[config.mk]
export PLATFORM = sky130hd
export DESIGN_NAME = dnsg_div_chain
export DESIGN_NICKNAME = d
export VERILOG_FILES = /design/src/hw/rtl/dnsg_pkg.sv /design/src/hw/rtl/dnsg_div_chain.sv
export SDC_FILE = /design/constraint.sdc
export NUM_CORES = 1
export LEC_CHECK = 0
export ABC_AREA = 1
export CORE_UTILIZATION = 35
export DETAILED_ROUTE_END_ITERATION = 7
export DONT_BUFFER_PORTS = 1
export GPL_TIMING_DRIVEN = 0
export PLACE_DENSITY_LB_ADDON = 0.08
export SETUP_SLACK_MARGIN = 0.15
export SYNTH_ARGS = -nofsm -noshare
export SYNTH_HDL_FRONTEND = slang
export SYNTH_SLANG_ARGS = --single-unit
[constraint.sdc]
create_clock -name aclk -period 5.8 [get_ports aclk]
set_clock_uncertainty 0.15 [all_clocks]
set_input_delay 0.29 -clock aclk [delete_from_list [all_inputs] [get_ports aclk]]
set_output_delay 0.29 -clock aclk [all_outputs]
set_load 0.01 [all_outputs]
[src/hw/rtl/dnsg_pkg.sv]
package dnsg_pkg;

    localparam int INDEX_W    = 64;
    localparam int BASE_W     = 5;
    localparam int ORDER_W    = 6;
    localparam int COORD_W    = 5;
    localparam int ENTRY_W    = 4;
    localparam int DIG_W      = 4;
    localparam int CFG_IDX_W  = 1;
    localparam int CFG_DATA_W = 6;

    localparam logic [BASE_W-1:0]  BASE_MIN    = 5'd2;
    localparam logic [BASE_W-1:0]  BASE_MAX    = 5'd16;
    localparam logic [ORDER_W-1:0] ORDER_RESET = 6'd32;

    localparam logic ACT_LOAD    = 1'b0;
    localparam logic ACT_COMPUTE = 1'b1;

    localparam logic [CFG_IDX_W-1:0] REG_DIGIT_BASE   = 1'b0;
    localparam logic [CFG_IDX_W-1:0] REG_MATRIX_ORDER = 1'b1;

    typedef logic [BASE_W-1:0] base_t;
    typedef logic [DIG_W-1:0]  digit_t;

    typedef struct packed {
        logic clear;
        logic feed_valid;
        logic feed_bit;
        logic shift;
    } chain_ctrl_t;

    typedef struct packed {
        logic clear;
        logic step;
        logic first_bit;
        logic last_bit;
        logic shift;
    } lane_ctrl_t;

endpackage

[src/hw/rtl/dnsg_div_chain.sv]
module dnsg_div_chain #(
    parameter int CELLS = 32
) (
    input  logic                  aclk,
    input  logic                  aresetn,
    input  dnsg_pkg::chain_ctrl_t ctrl,
    input  dnsg_pkg::base_t       base,
    output dnsg_pkg::digit_t      digit
);

    import dnsg_pkg::*;

    digit_t           rem_reg [CELLS];
    logic [CELLS-1:0] link_v_reg;
    logic [CELLS-1:0] link_q_reg;
    logic [CELLS-1:0] quo_bit;

    // valid token walks down the chain next to the quotient bit stream
    always_ff @(posedge aclk) begin
        if (!aresetn) begin
            link_v_reg <= '0;
        end else if (ctrl.clear) begin
            link_v_reg <= '0;
        end else begin
            link_v_reg <= CELLS'({link_v_reg, ctrl.feed_valid});
        end
    end

    always_ff @(posedge aclk) begin
        link_q_reg <= CELLS'({quo_bit, ctrl.feed_bit});
    end

    for (genvar k = 0; k < CELLS; k++) begin : g_cell
        logic [BASE_W-1:0] trial;
        digit_t            rem_next;
        digit_t            upper;

        // one restoring division step per incoming bit
        assign trial      = {rem_reg[k], link_q_reg[k]};
        assign quo_bit[k] = (trial >= base);
        assign rem_next   = quo_bit[k] ? DIG_W'(trial - base) : trial[DIG_W-1:0];

        if (k < CELLS - 1) begin : g_mid
            assign upper = rem_reg[k+1];
        end else begin : g_end
            assign upper = '0;
        end

        always_ff @(posedge aclk) begin
            if (ctrl.clear) begin
                rem_reg[k] <= '0;
            end else if (ctrl.shift) begin
                rem_reg[k] <= upper;
            end else if (link_v_reg[k]) begin
                rem_reg[k] <= rem_next;
            end
        end
    end

    assign digit = rem_reg[0];

endmodule

==> reports/summary.log <==
[setup_path] worst path required time 5830 ps
[sta] setup TNS 0 ps
[routing] number of vias per cell after detailed routing 4.816
[power_and_ir_drop] fraction of power consumed by combinational cells 0.227
[clock_tree] total of hold buffers inserted after clock tree synthesis 2
[yosys] Seq/Total Area, Yosys 0.3650
[power_and_ir_drop] proportion of power drawn by the clock network 0.330
[yosys] largest family of logic cells by synthesized area simple AND/OR/NAND/NOR gates
[place] routability congestion estimate 0.7997
[clock_tree] CTS Buffer Depth 2
[clock_tree] number of resized instances in the post-cts repair step 0
[clock_tree] CTS tree yes
[routing] Antenna Violating Nets Remaining 0
[setup_path] depth of the most critical reg-to-reg path 9
[power_and_ir_drop] net switching power 0.001145 W
[die] chip width 202.3 um
[setup_path] arrival time of data at the critical path endpoint 2240 ps
[flow_run] max-cap check violation count 0
[global_route] number of antenna violations at the first check in global routing 0
[sta] share of the clock period used by the worst path after layout 0.3803
[cells_and_area] count of antenna diodes in the layout 0
[power_and_ir_drop] Flop pwr share 0.443
[power_and_ir_drop] switching power as a share of total power 0.3154
[cells_and_area] max reg flops 128
[routing] length of the first detailed-routing pass in iterations 5
[yosys] multiplexer fraction of the synthesized cell area 0
[setup_path] type of destination of the critical path register
[setup_path] CP Max Fanout 32
[global_route] pin count of the biggest net entering global routing 33
[sta] final hold violation count 0
[sta] pin slew with the least headroom to its limit 926.9 ps
[routing] total routed wirelength 36530 um
[die] Placement Rows 73
[yosys] Avg Inst Size Synth 8.078 um^2
[sta] total count of max-transition violations in the final report 0
[setup_path] end point of the critical path rem_reg[0][41]
[clock_tree] Clock transition at path regs 70 ps
[place] Port Buf Inserts 0
[power_and_ir_drop] pwr/cell area 236.2 mW/mm^2
[yosys] Post-Synth XOR/XNOR Area 0.02932
[die] total core area 0.03964 mm^2
[status] status finished clean
[sta] unrepaired setup endpoints after global routing no
[setup_path] Startpoint Class input port
[cells_and_area] number of nets in the layout 1966
[routing] number of remaining DRC errors 0
[clock_tree] Clock H-tree levels 4
[clock_tree] root buf cell clkbuf_16
[clock_tree] number of buffers added by the clock tree synthesis step 17
[yosys] Yosys warning total 0
[die] initial cell density of the core 0.3542
[clock_tree] clock tree sinks 192
[yosys] Synth cell types 31
[cells_and_area] fraction of final layout cells sized beyond drive strength 1 0.06306
[clock_tree] clock network latency to the later pin of the worst-skew pair 450 ps
[sta] post-route minimum period 2206 ps
[setup_path] critical path class in2reg
[setup_path] reg-to-reg startpoint rem_reg[0][9]
[power_and_ir_drop] overall power of the completed layout 0.003631 W
[power_and_ir_drop] leakage power 6.910 nW
[clock_tree] Post-CTS Repair Setup Buffers 0
[yosys] simple-gate portion of the synthesized area 0.2628
[worst_hold_path] number of cells on the worst hold path 2
[setup_path] worst r2r dst rem_reg[0][9]
[routing] Via Count 11080
[die] DIE AREA 0.04092 mm^2
[yosys] Post-Syn Nets 1941
[global_route] global-route total usage across every layer 0.1866
[power_and_ir_drop] Peak VDD IR 189.0 uV
[sta] Setup Viol. Count Final 0
[setup_path] Critical Path Start base[1]
[die] Die Y 202.3 um
[place] Post-DP HPWL 26140 um
[worst_hold_path] path type of the worst min-delay path in2reg
[global_route] residual overflow from global routing 0
[yosys] Synth Cell Area 0.01404 mm^2
[sta] Relative slew margins 0.3821
[yosys] cells after synthesis 1738
[power_and_ir_drop] Internal Power 0.002486 W
[global_route] vias in the first global route 10910
[die] I/O pin count 15
[cells_and_area] Syn-to-layout area delta 9.518%
[yosys] compound-cell area share of the yosys netlist 0.08074
[sta] Max Freq 0.4533 GHz
[routing] violation count after the first detailed-routing iteration 575
[global_route] first-pass GRT wire length 59310 um
[yosys] flop and latch count out of synthesis 192
[routing] wire per inst 15.87 um
[setup_path] setup slack on the worst flop-to-flop path 3680 ps
[yosys] adder-cell share of the synthesized area 0.1882
-- layer usage --
layer,track usage,up-vias,part of all wire
li1,-,5760,-
met1,0.2647,5165,0.51
met2,0.2989,127,0.45
met3,0.02144,29,0.022
met4,0.05075,0,0.015
met5,0,-,0
-- power by group through the flow --
| stage | logic [W] | registers, W | clock network, W |
|---|---|---|---|
| after floorplan | 0.000633 | 0.00161 | 0 |
| after global placement | 0.000812 | 0.00164 | 0 |
| after detailed placement | 0.000823 | 0.00164 | 0 |
| after CTS | 0.000830 | 0.00161 | 0.00123 |
| after global routing | 0.000965 | 0.00162 | 0.00127 |
| final | 0.000823 | 0.00161 | 0.00120 |
-- cell usage after synthesis (all sizes together) --
master,instances,share of area
inv,239,0.064
o21bai,16,0.0086
o22ai,6,0.0027
nand3b,16,0.0086
nand2,458,0.12
edfxtp,128,0.27
nor2,180,0.062
buf,11,0.0061
nand3,139,0.055
dfxtp,64,0.091
nor3,1,0.00036
xor2,46,0.029
xnor2,1,0.00062
nand4,19,0.0085
or2,14,0.0062
o21ai,127,0.045
a21oi,65,0.023
clkbuf,14,0.0037
o211ai,1,0.00053
ha,160,0.14
o21a,1,0.00053
fa,32,0.046
-- how the worst min path moves through the flow --
stage	start	endpoint	slack (ps)
floorplan	ctrl[1]	link_q_reg[0]	170
global placement	ctrl[1]	link_q_reg[0]	170
detailed placement	ctrl[1]	link_q_reg[0]	170
CTS	ctrl[3]	rem_reg[1][60]	30
global route	ctrl[3]	rem_reg[1][56]	50
finish	ctrl[3]	rem_reg[1][61]	30
-- layout make-up --
type                       instances  area [um^2]
fill                            4128        24260
multi-input combinational       1282         7878
sequential                       192         5125
inverter                         239        899.6
tap                              525        656.9
clock buffer                      18        429.2
clock inverter                    14        142.6
buffer                            25        137.6
timing repair buffer               6        107.6
-- stage by stage --
step           utilization  hold WS, ps  instance area, um^2  std cells  setup WS (ps)
6_report            0.3879        33.40                15380       2301           3594
3_5_place_dp        0.3730        167.8                14780       2267           3125
2_1_floorplan            -        167.7                14040       1738           3447
3_3_place_gp        0.3707        167.8                14700       2263           2034
4_1_cts             0.3879        27.16                15380       2301           3608
5_1_grt             0.3879        50.34                15380       2301           3385
-- kinds of logic after synthesis --
logic type	after synthesis
adder cells (fa/ha/maj)	192
AO/OA/AOI/OAI	216
XOR/XNOR	47
flip-flops	192
buffers and inverters	264
AND/OR/NAND/NOR	827
-- layout by cell type, fill, tap and decap left out, types with 57 or more instances in the layout --
cell type	instances
dfxtp_1	64
nand2_1	458
a21oi_1	65
inv_1	232
nand3_1	125
o21ai_0	70
edfxtp_1	128
nor2_1	147
ha_1	160
o21ai_1	57
-- worst max-delay path, cell delays in order --
cell and delay [ps]:
inv_2 570, buf_16 250, ha_1 270, nand2_1 70, nor2_1 40, o21ai_0 70
nand3_1 220, inv_1 180, nand2_1 70, nand3_1 70, o21ai_0 80
Note: power is estimated with default switching activity, not from simulation.
